==> src/rtl/core/mer_pkg.sv <==
// Shared types, microcode encoding and control store of the midpoint ellipse rasterizer.
package mer_pkg;

    // Field widths
    localparam int COORD_W  = 12;
    localparam int RADIUS_W = 10;
    localparam int OUT_W    = 14;
    localparam int STEP_W   = 11;
    localparam int SQ_W     = 20;
    localparam int TERM_W   = 33;
    localparam int DEC_W    = 44;
    localparam int ACC_W    = 46;
    localparam int TMP_W    = 24;
    localparam int MUL_A_W  = 21;
    localparam int MUL_B_W  = 25;

    // Microcode address space
    localparam int UA_W     = 5;
    localparam int UA_DEPTH = 1 << UA_W;

    typedef logic [UA_W-1:0] uaddr_t;

    typedef enum logic [0:0] {
        OP_START = 1'b0,
        OP_STEP  = 1'b1
    } op_t;

    // Multiplier operand pairs
    typedef enum logic [3:0] {
        MUL_NONE,
        MUL_RX_RX,
        MUL_RY_RY,
        MUL_RX2_RY,
        MUL_TX_TX,
        MUL_YM_YM,
        MUL_RY2_TMP,
        MUL_RX2_TMP,
        MUL_RX2_RY2
    } mul_op_t;

    // Accumulator updates
    typedef enum logic [3:0] {
        ACC_HOLD,
        ACC_INIT,
        ACC_PLUS_RX2,
        ACC_DEC_PLUS_RY2,
        ACC_DEC_PLUS_RX2,
        ACC_PLUS_XT,
        ACC_MINUS_YT,
        ACC_FROM_PROD,
        ACC_PLUS_4PROD,
        ACC_MINUS_4PROD
    } acc_op_t;

    // Coordinate steps
    typedef enum logic [1:0] {
        STP_NONE,
        STP_X,
        STP_Y
    } step_op_t;

    // Register writes
    typedef enum logic [3:0] {
        ROP_NONE,
        ROP_RX2_PROD,
        ROP_RY2_PROD,
        ROP_YT_2PROD,
        ROP_TMP_PROD,
        ROP_DEC_TRUNC,
        ROP_DEC_ACC,
        ROP_R2_ENTER,
        ROP_BUSY_UPD
    } reg_op_t;

    typedef enum logic [1:0] {
        JMP_NEVER,
        JMP_ALWAYS,
        JMP_DEC_NEG,
        JMP_DEC_POS
    } jmp_cond_t;

    typedef enum logic [1:0] {
        FIN_NEVER,
        FIN_ALWAYS,
        FIN_XT_LT_YT
    } fin_cond_t;

    typedef struct packed {
        mul_op_t   mul;
        acc_op_t   acc;
        step_op_t  stp;
        reg_op_t   rop;
        jmp_cond_t jmp;
        fin_cond_t fin;
        uaddr_t    target;
    } uword_t;

    // Sequencer to datapath
    typedef struct packed {
        logic   exec;
        uword_t w;
    } ctrl_t;

    // Datapath to sequencer
    typedef struct packed {
        logic busy;
        logic r2;
        logic dec_neg;
        logic dec_pos;
        logic xt_lt_yt;
    } status_t;

    // One result transaction
    typedef struct packed {
        logic [OUT_W-1:0] left_top_y;
        logic [OUT_W-1:0] left_top_x;
        logic [OUT_W-1:0] right_top_y;
        logic [OUT_W-1:0] right_top_x;
        logic [OUT_W-1:0] left_bottom_y;
        logic [OUT_W-1:0] left_bottom_x;
        logic [OUT_W-1:0] right_bottom_y;
        logic [OUT_W-1:0] right_bottom_x;
        logic             last;
    } result_t;

    // Program entry points and jump targets
    localparam uaddr_t UA_START   = 5'd0;
    localparam uaddr_t UA_R1      = 5'd6;
    localparam uaddr_t UA_R1_JOIN = 5'd10;
    localparam uaddr_t UA_R2E     = 5'd11;
    localparam uaddr_t UA_R2      = 5'd18;
    localparam uaddr_t UA_R2_JOIN = 5'd22;

    localparam uword_t UW_PAD =
        '{MUL_NONE, ACC_HOLD, STP_NONE, ROP_NONE, JMP_NEVER, FIN_ALWAYS, UA_START};

    // Control store: one word per microprogram address
    localparam uword_t UCODE [UA_DEPTH] = '{
        // start: squares, y term and region-one decision
        '{MUL_RX_RX,   ACC_HOLD,         STP_NONE, ROP_NONE,      JMP_NEVER,   FIN_NEVER,    UA_START},
        '{MUL_RY_RY,   ACC_HOLD,         STP_NONE, ROP_RX2_PROD,  JMP_NEVER,   FIN_NEVER,    UA_START},
        '{MUL_RX2_RY,  ACC_HOLD,         STP_NONE, ROP_RY2_PROD,  JMP_NEVER,   FIN_NEVER,    UA_START},
        '{MUL_NONE,    ACC_INIT,         STP_NONE, ROP_YT_2PROD,  JMP_NEVER,   FIN_NEVER,    UA_START},
        '{MUL_NONE,    ACC_PLUS_RX2,     STP_NONE, ROP_NONE,      JMP_NEVER,   FIN_NEVER,    UA_START},
        '{MUL_NONE,    ACC_HOLD,         STP_NONE, ROP_DEC_TRUNC, JMP_ALWAYS,  FIN_XT_LT_YT, UA_R2E},
        // region-one iteration
        '{MUL_NONE,    ACC_DEC_PLUS_RY2, STP_X,    ROP_NONE,      JMP_NEVER,   FIN_NEVER,    UA_START},
        '{MUL_NONE,    ACC_PLUS_XT,      STP_NONE, ROP_NONE,      JMP_DEC_NEG, FIN_NEVER,    UA_R1_JOIN},
        '{MUL_NONE,    ACC_HOLD,         STP_Y,    ROP_NONE,      JMP_NEVER,   FIN_NEVER,    UA_START},
        '{MUL_NONE,    ACC_MINUS_YT,     STP_NONE, ROP_NONE,      JMP_NEVER,   FIN_NEVER,    UA_START},
        '{MUL_NONE,    ACC_HOLD,         STP_NONE, ROP_DEC_ACC,   JMP_NEVER,   FIN_XT_LT_YT, UA_START},
        // region-two entry: quarter-unit initial decision
        '{MUL_TX_TX,   ACC_HOLD,         STP_NONE, ROP_NONE,      JMP_NEVER,   FIN_NEVER,    UA_START},
        '{MUL_YM_YM,   ACC_HOLD,         STP_NONE, ROP_TMP_PROD,  JMP_NEVER,   FIN_NEVER,    UA_START},
        '{MUL_RY2_TMP, ACC_HOLD,         STP_NONE, ROP_TMP_PROD,  JMP_NEVER,   FIN_NEVER,    UA_START},
        '{MUL_RX2_TMP, ACC_FROM_PROD,    STP_NONE, ROP_NONE,      JMP_NEVER,   FIN_NEVER,    UA_START},
        '{MUL_RX2_RY2, ACC_PLUS_4PROD,   STP_NONE, ROP_NONE,      JMP_NEVER,   FIN_NEVER,    UA_START},
        '{MUL_NONE,    ACC_MINUS_4PROD,  STP_NONE, ROP_NONE,      JMP_NEVER,   FIN_NEVER,    UA_START},
        '{MUL_NONE,    ACC_HOLD,         STP_NONE, ROP_R2_ENTER,  JMP_NEVER,   FIN_ALWAYS,   UA_START},
        // region-two iteration
        '{MUL_NONE,    ACC_DEC_PLUS_RX2, STP_Y,    ROP_NONE,      JMP_NEVER,   FIN_NEVER,    UA_START},
        '{MUL_NONE,    ACC_MINUS_YT,     STP_NONE, ROP_NONE,      JMP_DEC_POS, FIN_NEVER,    UA_R2_JOIN},
        '{MUL_NONE,    ACC_HOLD,         STP_X,    ROP_NONE,      JMP_NEVER,   FIN_NEVER,    UA_START},
        '{MUL_NONE,    ACC_PLUS_XT,      STP_NONE, ROP_NONE,      JMP_NEVER,   FIN_NEVER,    UA_START},
        '{MUL_NONE,    ACC_HOLD,         STP_NONE, ROP_BUSY_UPD,  JMP_NEVER,   FIN_ALWAYS,   UA_START},
        // unused addresses
        UW_PAD, UW_PAD, UW_PAD, UW_PAD, UW_PAD, UW_PAD, UW_PAD, UW_PAD, UW_PAD
    };

endpackage

==> src/rtl/core/mer_sequencer.sv <==
// Microcode sequencer: step counter, control store read, jumps and dispatch.
module mer_sequencer
    import mer_pkg::*;
(
    input  logic    aclk,
    input  logic    aresetn,
    input  logic    in_fire,
    input  op_t     in_op,
    input  status_t status,
    input  logic    out_block,
    output logic    running,
    output logic    launch,
    output ctrl_t   ctrl,
    output logic    emit
);

    logic   running_reg, running_next;
    logic   is_step_reg, is_step_next;
    uaddr_t pc_reg, pc_next;
    uword_t word;
    logic   jmp_take;
    logic   fin_hit;
    logic   stall;
    logic   exec;
    logic   step_go;

    // Read the current control word
    assign word = UCODE[pc_reg];

    // Evaluate jump and finish conditions
    always_comb begin
        unique case (word.jmp)
            JMP_NEVER:   jmp_take = 1'b0;
            JMP_ALWAYS:  jmp_take = 1'b1;
            JMP_DEC_NEG: jmp_take = status.dec_neg;
            JMP_DEC_POS: jmp_take = status.dec_pos;
        endcase
        unique case (word.fin)
            FIN_NEVER:    fin_hit = 1'b0;
            FIN_ALWAYS:   fin_hit = 1'b1;
            FIN_XT_LT_YT: fin_hit = status.xt_lt_yt;
            default:      fin_hit = 1'b1;
        endcase
    end

    // Hold a step's finishing word while the result register is still occupied
    assign stall   = fin_hit && is_step_reg && out_block;
    assign exec    = running_reg && !stall;
    assign launch  = in_fire && (in_op == OP_START);
    assign step_go = in_fire && (in_op == OP_STEP) && status.busy;

    // Dispatch new transactions and advance the step counter
    always_comb begin
        running_next = running_reg;
        is_step_next = is_step_reg;
        pc_next      = pc_reg;
        priority if (launch) begin
            running_next = 1'b1;
            is_step_next = 1'b0;
            pc_next      = UA_START;
        end else if (step_go) begin
            running_next = 1'b1;
            is_step_next = 1'b1;
            pc_next      = status.r2 ? UA_R2 : UA_R1;
        end else if (exec) begin
            if (fin_hit) begin
                running_next = 1'b0;
            end else if (jmp_take) begin
                pc_next = word.target;
            end else begin
                pc_next = pc_reg + UA_W'(1);
            end
        end
    end

    always_ff @(posedge aclk) begin
        if (!aresetn) begin
            running_reg <= 1'b0;
            is_step_reg <= 1'b0;
            pc_reg      <= UA_START;
        end else begin
            running_reg <= running_next;
            is_step_reg <= is_step_next;
            pc_reg      <= pc_next;
        end
    end

    assign running   = running_reg;
    assign ctrl.exec = exec;
    assign ctrl.w    = word;
    assign emit      = exec && fin_hit && is_step_reg;

endmodule

==> src/rtl/core/mer_datapath.sv <==
// Datapath: ellipse state, shared multiplier, accumulator and point generation.
module mer_datapath
    import mer_pkg::*;
(
    input  logic                aclk,
    input  logic                aresetn,
    input  logic                launch,
    input  logic [COORD_W-1:0]  in_center_x,
    input  logic [COORD_W-1:0]  in_center_y,
    input  logic [RADIUS_W-1:0] in_radius_x,
    input  logic [RADIUS_W-1:0] in_radius_y,
    input  ctrl_t               ctrl,
    output status_t             status,
    output result_t             result
);

    logic [COORD_W-1:0]       cx_reg, cx_next;
    logic [COORD_W-1:0]       cy_reg, cy_next;
    logic [RADIUS_W-1:0]      rx_reg, rx_next;
    logic [RADIUS_W-1:0]      ry_reg, ry_next;
    logic [SQ_W-1:0]          rx2_reg, rx2_next;
    logic [SQ_W-1:0]          ry2_reg, ry2_next;
    logic [STEP_W-1:0]        sx_reg, sx_next;
    logic [STEP_W-1:0]        sy_reg, sy_next;
    logic signed [DEC_W-1:0]  dec_reg, dec_next;
    logic signed [TERM_W-1:0] xt_reg, xt_next;
    logic signed [TERM_W-1:0] yt_reg, yt_next;
    logic [TMP_W-1:0]         tmp_reg, tmp_next;
    logic signed [ACC_W-1:0]  prod_reg, prod_next;
    logic signed [ACC_W-1:0]  acc_reg, acc_next;
    logic                     r2_reg, r2_next;
    logic                     busy_reg, busy_next;

    logic [STEP_W:0]          tx;
    logic signed [STEP_W:0]   ym;
    logic signed [MUL_A_W-1:0] mul_a;
    logic signed [MUL_B_W-1:0] mul_b;
    logic signed [ACC_W-1:0]  mul_p;
    logic signed [ACC_W-1:0]  dec_w, xt_w, yt_w, rx2_w, ry2_w, prod4, acc_adj;
    logic [DEC_W-1:0]         dec_trunc;
    logic                     last_busy;
    logic [OUT_W-1:0]         cx14, cy14, sx14, sy14;

    // Select multiplier operands
    assign tx = {sx_reg, 1'b1};
    assign ym = $signed({1'b0, sy_reg}) - (STEP_W+1)'(1);

    always_comb begin
        unique case (ctrl.w.mul)
            MUL_RX_RX: begin
                mul_a = MUL_A_W'(rx_reg);
                mul_b = MUL_B_W'(rx_reg);
            end
            MUL_RY_RY: begin
                mul_a = MUL_A_W'(ry_reg);
                mul_b = MUL_B_W'(ry_reg);
            end
            MUL_RX2_RY: begin
                mul_a = MUL_A_W'(rx2_reg);
                mul_b = MUL_B_W'(ry_reg);
            end
            MUL_TX_TX: begin
                mul_a = MUL_A_W'(tx);
                mul_b = MUL_B_W'(tx);
            end
            MUL_YM_YM: begin
                mul_a = MUL_A_W'(ym);
                mul_b = MUL_B_W'(ym);
            end
            MUL_RY2_TMP: begin
                mul_a = MUL_A_W'(ry2_reg);
                mul_b = MUL_B_W'(tmp_reg);
            end
            MUL_RX2_TMP: begin
                mul_a = MUL_A_W'(rx2_reg);
                mul_b = MUL_B_W'(tmp_reg);
            end
            MUL_RX2_RY2: begin
                mul_a = MUL_A_W'(rx2_reg);
                mul_b = MUL_B_W'(ry2_reg);
            end
            default: begin
                mul_a = '0;
                mul_b = '0;
            end
        endcase
    end

    assign mul_p = mul_a * mul_b;

    // Widen operands for the accumulator
    assign dec_w = ACC_W'(dec_reg);
    assign xt_w  = ACC_W'(xt_reg);
    assign yt_w  = ACC_W'(yt_reg);
    assign rx2_w = $signed(ACC_W'(rx2_reg));
    assign ry2_w = $signed(ACC_W'(ry2_reg));
    assign prod4 = prod_reg <<< 2;

    // Divide the quarter-unit accumulator by four, truncating towards zero
    assign acc_adj   = acc_reg + (acc_reg[ACC_W-1] ? ACC_W'(3) : ACC_W'(0));
    assign dec_trunc = acc_adj[ACC_W-1:2];

    // Compute next state
    always_comb begin
        cx_next   = cx_reg;
        cy_next   = cy_reg;
        rx_next   = rx_reg;
        ry_next   = ry_reg;
        rx2_next  = rx2_reg;
        ry2_next  = ry2_reg;
        sx_next   = sx_reg;
        sy_next   = sy_reg;
        dec_next  = dec_reg;
        xt_next   = xt_reg;
        yt_next   = yt_reg;
        tmp_next  = tmp_reg;
        prod_next = prod_reg;
        acc_next  = acc_reg;
        r2_next   = r2_reg;
        busy_next = busy_reg;
        priority if (launch) begin
            cx_next   = in_center_x;
            cy_next   = in_center_y;
            rx_next   = in_radius_x;
            ry_next   = in_radius_y;
            sx_next   = '0;
            sy_next   = STEP_W'(in_radius_y);
            xt_next   = '0;
            r2_next   = 1'b0;
            busy_next = 1'b1;
        end else if (ctrl.exec) begin
            if (ctrl.w.mul != MUL_NONE) begin
                prod_next = mul_p;
            end

            unique case (ctrl.w.stp)
                STP_NONE: ;
                STP_X: begin
                    sx_next = sx_reg + STEP_W'(1);
                    xt_next = xt_reg + $signed(TERM_W'({ry2_reg, 1'b0}));
                end
                STP_Y: begin
                    sy_next = sy_reg - STEP_W'(1);
                    yt_next = yt_reg - $signed(TERM_W'({rx2_reg, 1'b0}));
                end
                default: ;
            endcase

            unique case (ctrl.w.acc)
                ACC_HOLD:         ;
                ACC_INIT:         acc_next = (ry2_w <<< 2) - prod4;
                ACC_PLUS_RX2:     acc_next = acc_reg + rx2_w;
                ACC_DEC_PLUS_RY2: acc_next = dec_w + ry2_w;
                ACC_DEC_PLUS_RX2: acc_next = dec_w + rx2_w;
                ACC_PLUS_XT:      acc_next = acc_reg + xt_w;
                ACC_MINUS_YT:     acc_next = acc_reg - yt_w;
                ACC_FROM_PROD:    acc_next = prod_reg;
                ACC_PLUS_4PROD:   acc_next = acc_reg + prod4;
                ACC_MINUS_4PROD:  acc_next = acc_reg - prod4;
                default:          ;
            endcase

            unique case (ctrl.w.rop)
                ROP_NONE:      ;
                ROP_RX2_PROD:  rx2_next = prod_reg[SQ_W-1:0];
                ROP_RY2_PROD:  ry2_next = prod_reg[SQ_W-1:0];
                ROP_YT_2PROD:  yt_next  = $signed({prod_reg[TERM_W-2:0], 1'b0});
                ROP_TMP_PROD:  tmp_next = prod_reg[TMP_W-1:0];
                ROP_DEC_TRUNC: dec_next = $signed(dec_trunc);
                ROP_DEC_ACC:   dec_next = acc_reg[DEC_W-1:0];
                ROP_R2_ENTER: begin
                    dec_next  = $signed(dec_trunc);
                    r2_next   = 1'b1;
                    busy_next = (sy_reg != '0);
                end
                ROP_BUSY_UPD: begin
                    dec_next  = acc_reg[DEC_W-1:0];
                    busy_next = (sy_reg != '0);
                end
                default: ;
            endcase
        end
    end

    // Hold control state under reset; payload needs none
    always_ff @(posedge aclk) begin
        if (!aresetn) begin
            r2_reg   <= 1'b0;
            busy_reg <= 1'b0;
        end else begin
            r2_reg   <= r2_next;
            busy_reg <= busy_next;
        end
    end

    always_ff @(posedge aclk) begin
        cx_reg   <= cx_next;
        cy_reg   <= cy_next;
        rx_reg   <= rx_next;
        ry_reg   <= ry_next;
        rx2_reg  <= rx2_next;
        ry2_reg  <= ry2_next;
        sx_reg   <= sx_next;
        sy_reg   <= sy_next;
        dec_reg  <= dec_next;
        xt_reg   <= xt_next;
        yt_reg   <= yt_next;
        tmp_reg  <= tmp_next;
        prod_reg <= prod_next;
        acc_reg  <= acc_next;
    end

    // Report decision flags to the sequencer
    assign status.busy     = busy_reg;
    assign status.r2       = r2_reg;
    assign status.dec_neg  = dec_reg[DEC_W-1];
    assign status.dec_pos  = !dec_reg[DEC_W-1] && (dec_reg != '0);
    assign status.xt_lt_yt = (xt_reg < yt_reg);

    // Form the four symmetric points; last follows the busy flag this word leaves
    assign last_busy = ((ctrl.w.rop == ROP_R2_ENTER) || (ctrl.w.rop == ROP_BUSY_UPD))
                       ? (sy_reg != '0) : busy_reg;

    assign cx14 = OUT_W'(cx_reg);
    assign cy14 = OUT_W'(cy_reg);
    assign sx14 = OUT_W'(sx_reg);
    assign sy14 = OUT_W'(sy_reg);

    assign result.right_bottom_x = cx14 + sx14;
    assign result.right_bottom_y = cy14 + sy14;
    assign result.left_bottom_x  = cx14 - sx14;
    assign result.left_bottom_y  = cy14 + sy14;
    assign result.right_top_x    = cx14 + sx14;
    assign result.right_top_y    = cy14 - sy14;
    assign result.left_top_x     = cx14 - sx14;
    assign result.left_top_y     = cy14 - sy14;
    assign result.last           = !last_busy;

endmodule

==> src/rtl/core/midpoint_ellipse_rasterizer.sv <==
// Top level of the midpoint ellipse rasterizer: stream ports and result register.
//
// The slave channel carries commands. s_tuser is the operation: a start
// transaction loads the center and the radii from s_tdata and sets up the
// region-one decision; a step transaction runs one iteration and yields
// one result with the four symmetric points. A step with no ellipse active
// is taken and gives nothing. The master channel carries the points; m_tlast
// marks the final iteration of the ellipse.
// Each transaction is run by a microprogram over one shared multiplier and
// one accumulator, one control word per cycle while no finishing word holds.
// A start sets up the region-one decision and, when region two begins at
// once, runs on through the region-two entry; a region-one step also runs
// through that entry when it passes into region two. s_tready is low while
// the microprogram runs. The result is registered and shows on the master
// side in the cycle after the last word. If the receiver stalls, the block
// keeps accepting work until a step is about to finish with the result
// register still full; that word then holds. Reset (aresetn low, synchronous)
// clears the sequencer, the valid flag of the result register and the busy flag, so no ellipse is active afterwards.
module midpoint_ellipse_rasterizer
    import mer_pkg::*;
(
    input  logic         aclk,
    input  logic         aresetn,
    input  logic         s_tvalid,
    output logic         s_tready,
    // center_x[11:0], center_y[23:12], radius_x[33:24], radius_y[43:34], zero pad
    input  logic [47:0]  s_tdata,
    // operation[0]
    input  logic [0:0]   s_tuser,
    output logic         m_tvalid,
    input  logic         m_tready,
    // right_bottom_x[13:0], right_bottom_y[27:14], left_bottom_x[41:28],
    // left_bottom_y[55:42], right_top_x[69:56], right_top_y[83:70],
    // left_top_x[97:84], left_top_y[111:98]
    output logic [111:0] m_tdata,
    output logic         m_tlast
);

    logic    in_fire;
    op_t     in_op;
    logic    running;
    logic    launch;
    logic    emit;
    logic    out_block;
    ctrl_t   ctrl;
    status_t status;
    result_t result;

    logic         m_tvalid_reg, m_tvalid_next;
    logic [111:0] m_tdata_reg, m_tdata_next;
    logic         m_tlast_reg, m_tlast_next;

    assign s_tready  = !running;
    assign in_fire   = s_tvalid && s_tready;
    assign in_op     = op_t'(s_tuser);
    assign out_block = m_tvalid_reg && !m_tready;

    mer_sequencer u_seq (
        .aclk      (aclk),
        .aresetn   (aresetn),
        .in_fire   (in_fire),
        .in_op     (in_op),
        .status    (status),
        .out_block (out_block),
        .running   (running),
        .launch    (launch),
        .ctrl      (ctrl),
        .emit      (emit)
    );

    mer_datapath u_dp (
        .aclk        (aclk),
        .aresetn     (aresetn),
        .launch      (launch),
        .in_center_x (s_tdata[11:0]),
        .in_center_y (s_tdata[23:12]),
        .in_radius_x (s_tdata[33:24]),
        .in_radius_y (s_tdata[43:34]),
        .ctrl        (ctrl),
        .status      (status),
        .result      (result)
    );

    // Load the result register on emit, drop valid once the transaction is taken
    always_comb begin
        m_tvalid_next = m_tvalid_reg;
        m_tdata_next  = m_tdata_reg;
        m_tlast_next  = m_tlast_reg;
        priority if (emit) begin
            m_tvalid_next = 1'b1;
            m_tdata_next  = {result.left_top_y, result.left_top_x,
                             result.right_top_y, result.right_top_x,
                             result.left_bottom_y, result.left_bottom_x,
                             result.right_bottom_y, result.right_bottom_x};
            m_tlast_next  = result.last;
        end else if (m_tready) begin
            m_tvalid_next = 1'b0;
        end
    end

    always_ff @(posedge aclk) begin
        if (!aresetn) begin
            m_tvalid_reg <= 1'b0;
        end else begin
            m_tvalid_reg <= m_tvalid_next;
        end
    end

    always_ff @(posedge aclk) begin
        m_tdata_reg <= m_tdata_next;
        m_tlast_reg <= m_tlast_next;
    end

    assign m_tvalid = m_tvalid_reg;
    assign m_tdata  = m_tdata_reg;
    assign m_tlast  = m_tlast_reg;

`ifndef SYNTHESIS
    // A result is never written over one that is still waiting
    a_emit_free: assert property (@(posedge aclk) disable iff (!aresetn)
        emit |-> !(m_tvalid && !m_tready))
        else $error("result emitted into a full output register");

    // An emitted result appears on the master side in the next cycle
    a_emit_shows: assert property (@(posedge aclk) disable iff (!aresetn)
        emit |=> m_tvalid)
        else $error("emitted result did not reach the output");

    // The microprogram stops only through an executed finishing word
    a_run_ends: assert property (@(posedge aclk) disable iff (!aresetn)
        $fell(running) |-> $past(ctrl.exec))
        else $error("sequencer stopped without executing a word");
`endif

endmodule

==> config.mk <==
export PLATFORM = sky130hd
export DESIGN_NAME = midpoint_ellipse_rasterizer
export DESIGN_NICKNAME = d
export VERILOG_FILES = /design/src/rtl/core/mer_pkg.sv /design/src/rtl/core/mer_sequencer.sv /design/src/rtl/core/mer_datapath.sv /design/src/rtl/core/midpoint_ellipse_rasterizer.sv
export SDC_FILE = /design/constraint.sdc
export NUM_CORES = 2
export LEC_CHECK = 0
export ABC_AREA = 0
export BUFFER_PORTS_ARGS = -buffer_cell sky130_fd_sc_hd__buf_4
export CAP_MARGIN = 10
export CELL_PAD_IN_SITES_DETAIL_PLACEMENT = 0
export CELL_PAD_IN_SITES_GLOBAL_PLACEMENT = 1
export CORE_MARGIN = 2
export CORE_UTILIZATION = 25
export DETAILED_ROUTE_END_ITERATION = 8
export GPL_TIMING_DRIVEN = 0
export PLACE_DENSITY = 0.53
export SLEW_MARGIN = 20
export SYNTH_ARGS = -nofsm -noshare
export SYNTH_HDL_FRONTEND = slang
export SYNTH_HIERARCHICAL = 1
export SYNTH_SLANG_ARGS = --single-unit
==> constraint.sdc <==
create_clock -name aclk -period 9.4 [get_ports aclk]
set_input_delay 1.88 -clock aclk [delete_from_list [all_inputs] [get_ports aclk]]
set_output_delay 1.88 -clock aclk [all_outputs]
set_load 0.05 [all_outputs]
==> Yosys cells after proc, flatten, opt, wreduce, memory -nomap -nowiden <==
Memory sizes are Yosys's and may differ from the RTL's.
Index checks and enable logic that the tools add are counted.
{ "word_totals": {"register_bits": 455, "word_cells": 165, "rom_bits": 736, "input_bits": 53, "memories": 1} }
{ "op_classes": {"n_mul": 1, "addsub": 19, "n_eq_ne": 32, "n_bitwise": 4, "n_lt_le_gt_ge": 2, "muxes": 29, "reduce_logical": 53} }
{ "mem_list": {"columns": ["name", "depth", "word_bits", "read_ports", "rd_ports_with_merged_regs", "write_ports", "line_no", "text"], "rows": [
  ["(no name shown)", 32, 23, 1, 0, 0, "mer_sequencer.sv:28", "assign word = UCODE[pc_reg];"]
]} }
{ "ops": {"columns": ["op", "count"], "rows": [
  ["$pmux W46 S9", 1],
  ["$pmux W25 S6", 1],
  ["$pmux W21 S6", 1],
  ["$add A46 B46 Y46", 2],
  ["$add A44 B21 Y45", 2],
  ["$pmux W44 S2", 1],
  ["$mux W33", 2],
  ["$eq A4 B3 Y1 const B", 12],
  ["$add A46 B21 Y46", 1],
  ["$add A46 B33 Y46", 1],
  ["$mul A21 B25 Y46", 1],
  ["$mux W23", 2],
  ["$sub A23 B46 Y46", 1],
  ["$sub A46 B33 Y46", 1],
  ["$sub A46 B46 Y46", 1],
  ["$reduce_bool A44 Y1", 1],
  ["$add A33 B22 Y33", 1],
  ["$lt A33 B33 Y1", 1],
  ["$sub A33 B22 Y33", 1],
  ["$mux W10", 3],
  ["$add A12 B11 Y13", 2],
  ["$sub A12 B11 Y13", 2],
  ["$mux W5", 5],
  ["$eq A4 B2 Y1 const B", 6],
  ["other kinds (29)", 88]
]} }

==> Logic depth before layout (Yosys ltp) <==
{ "logic_depth": {"ltp_word": 13, "ltp_mapped": 40} }

==> Hierarchy <==
The synthesis kept the hierarchy.
{ "by_module_without_submodules": {"columns": ["module", "n_inst", "seq_area_each_um2", "cells_per_inst", "area_per_inst_um2"], "rows": [
  ["mer_datapath", 1, 9509.1, 6001, 50907.6],
  ["midpoint_ellipse_rasterizer", 1, 3413.3, 118, 3444.6],
  ["mer_sequencer", 1, 140.1, 145, 1076.0]
]} }

==> Worst setup path before layout <==
OpenSTA, ideal clock, no wires.
{ "synth_timing": {"kind": "flip-flop to flip-flop", "start": "register u_seq.pc_reg[0]", "end": "register u_dp.prod_reg[44] (data pin)", "stages_incl_launch_ff": 37, "setup_ns": 0.264, "path_slack_ns": -0.353, "arrival_time_ns": 9.489, "n_path_buf": 3, "cell_sequence": "dfxtp_1 -> ha_1 -> nor2_1 -> a2111oi_0 -> nor2b_1 -> nand3b_1 -> or4_1 -> clkbuf_1 -> inv_1 -> clkbuf_1 -> a221o_1 -> clkbuf_1 -> nand2_1 -> fa_1 -> inv_1 -> fa_1 -> inv_1 -> fa_1 -> inv_1 -> fa_1 -> fa_1 -> fa_1 -> inv_1 -> fa_1 -> inv_1 -> ha_1 -> a211oi_1 -> o211ai_1 -> a221oi_1 -> o21ai_0 -> a31oi_1 -> o311ai_0 -> a2111oi_0 -> nor2_1 -> a41oi_1 -> a31oi_1 -> xor2_1"} }
{ "synth_lines": {"columns": ["element", "line_no", "text"], "rows": [
  ["start, declared", "mer_sequencer.sv:19", "uaddr_t pc_reg, pc_next;"],
  ["start signal, assigned", "mer_sequencer.sv:84", "pc_reg <= pc_next;"],
  ["end signal, assigned", "mer_datapath.sv:209", "prod_reg <= prod_next;"],
  ["end, declared", "mer_datapath.sv:29", "logic signed [ACC_W-1:0] prod_reg, prod_next;"]
]} }

==> qor.csv <==
stage,metric,value,unit
cts,clk_pin_slew_worst_paths,60,ps
routing,viasPerCell,5.02,
cts,clkSinkCount,453,
yosys,synthesis.area,55400,µm²
global_route,grt_overflow_total,0,
global_route,grt_max_degree,56,
timing,hold-worst-slack,481,ps
cts,clkLatencyLatePin,710,ps
die,coreArea,220000,µm²
worst_setup_path,slowest_stage,or4_4,
routing,drtPass1Iterations,6,
die,io_pins,168,
cts,clockBufferDepth,3,
die,die_w,475,µm
routing,num_vias,48735,
global_route,grt_usage,0.216,
global_route,grt_pass1_vias,49776,
power,powerDensity,155,nW/µm²
worst_setup_path,crit_type,register to register,
place,numPortBuffers,163,
timing,maxSlewHeadroom,0.178,
cts,cts_buffers,57,
timing,final_hold_viol_count,0,
power,p_total,10.4,mW
worst_hold_path,hold_class,register to register,
timing,setup_slack,-286,ps
timing,fin_crit_sh,1.03,
routing,drt-initial-drc-count,4166,
die,die_h,475,µm
die,die-area,225000,µm²
routing,post_drt_wl_per_cell,25.3,µm
timing,min_period,9690,ps
yosys,syn-instance-count,6259,
routing,drtAntennaViolNets,0,
timing,rsz0062_at_grt,true,
job,maxCapViolations,0,
place,place_ws,-4240,ps
worst_setup_path,crit_path_max_incr_delay,590,ps
routing,drt-total-wl,246000,µm
layout,drive_gt1_frac,0.137,
cts,cts_max_level,2,
global_route,grt_pass1_wl,354000,µm
timing,tightestPinTransition,1230,ps
timing,fmax,103,MHz
die,start_util,0.252,
power,peakVddDrop,0.235,mV
worst_setup_path,cp.required,9870,ps
layout,layout_commonest_cell,inv_1,
layout,largest_reg_flops,112,
layout,final_cell_mix,"inv_1, nand2_1, fa_1",
layout,area_growth_syn_to_layout,20.8,%
worst_setup_path,arrival,10150,ps
layout,fin_nets,7720,
routing,drc,0,
place,dp_hpwl,196000,µm
global_route,antenna_found_initial,11,
timing,slew_viol_final,0,
yosys,syn_area_per_cell,8.85,µm²
cts,cts_tree,built,
worst_setup_path,path_common_cell,buf_4,
worst_setup_path,startpoint_type,register,
timing,setup_viol,5,
cts,root_buffer,clkbuf_16,
die,rows,172,
place,gp_congestion,0.926,
cts,cts-hold-fix-buffers,0,
worst_setup_path,end_kind,register,
timing,fin_setup_tns,-1040,ps
power,power_leakage,28.4,nW
outcome,status,"finished, violations left",
timing,worst_clock_skew,47.7,ps
outcome,violations,setup timing,
yosys,ys_warn_count,6,
worst_setup_path,critPathMaxFanout,7,
==> metrics by stage <==
stage | area, µm² | std cells | util
CTS | 66400 | 9688 | 0.302
global route | 66900 | 9708 | 0.304
global placement | 60500 | 9400 | 0.275
detailed placement | 61100 | 9442 | 0.278
floorplan | 55500 | 6279 | -
finish | 66900 | 9715 | 0.304
==> what timing repair did <==
| item | 4_1_cts | 5_1_grt |
|---|---|---|
| gates resized for setup | 498 | 85 |
| cloned | 3 | 0 |
| buffers inserted | 149 | 19 |
| setup endpoints to repair | 38 | 21 |
| pin swaps | 70 | 37 |
==> path summary, 6_finish.rpt <==
kind	from	to	slack, ps	depth (start not counted)
setup / recovery	u_seq/pc_reg[0]	u_dp/prod_reg[22]	-290	41
hold / removal	u_dp/prod_reg[20]	u_dp/tmp_reg[20]	480	0
setup reg to reg	u_seq/pc_reg[0]	u_dp/prod_reg[22]	-290	41
hold reg to reg	u_dp/prod_reg[20]	u_dp/tmp_reg[20]	480	0
==> report_power, final <==
part	switching, mW	internal (mW)
clock network	1.01	1.35
logic	3.14	2.13
registers	0.289	2.43
==> cell type report <==
cell class / instances / area [µm²]
Antenna cell: 8 / 20.0
Buffer: 314 / 2490
Clock buffer: 75 / 1580
Clock inverter: 27 / 368
Fill cell: 23358 / 153000
Inverter: 895 / 3380
Multi-Input combinational cell: 4608 / 39100
Sequential cell: 453 / 13100
Tap cell: 2958 / 3700
Timing Repair Buffer: 377 / 3190
==> worst max-delay path: cells and delay by family, from the launching register on <==
family                   cells  cell delay, ps
adder cells (fa/ha/maj)      9            3800
buffers and inverters       20            2340
AO/OA/AOI/OAI                5            1320
AND/OR/NAND/NOR              6            1260
flip-flops                   1             400
XOR/XNOR                     1             330
==> metal layers <==
layer  vias to the layer above  track usage  routed length [µm]
li1                      22113            -                   -
met1                     24564        0.292              107000
met2                      1725        0.355              113000
met3                       327       0.0274               16100
met4                         6       0.0673                8800
met5                         -            0                  36
Power figures use the tool's default switching activity.
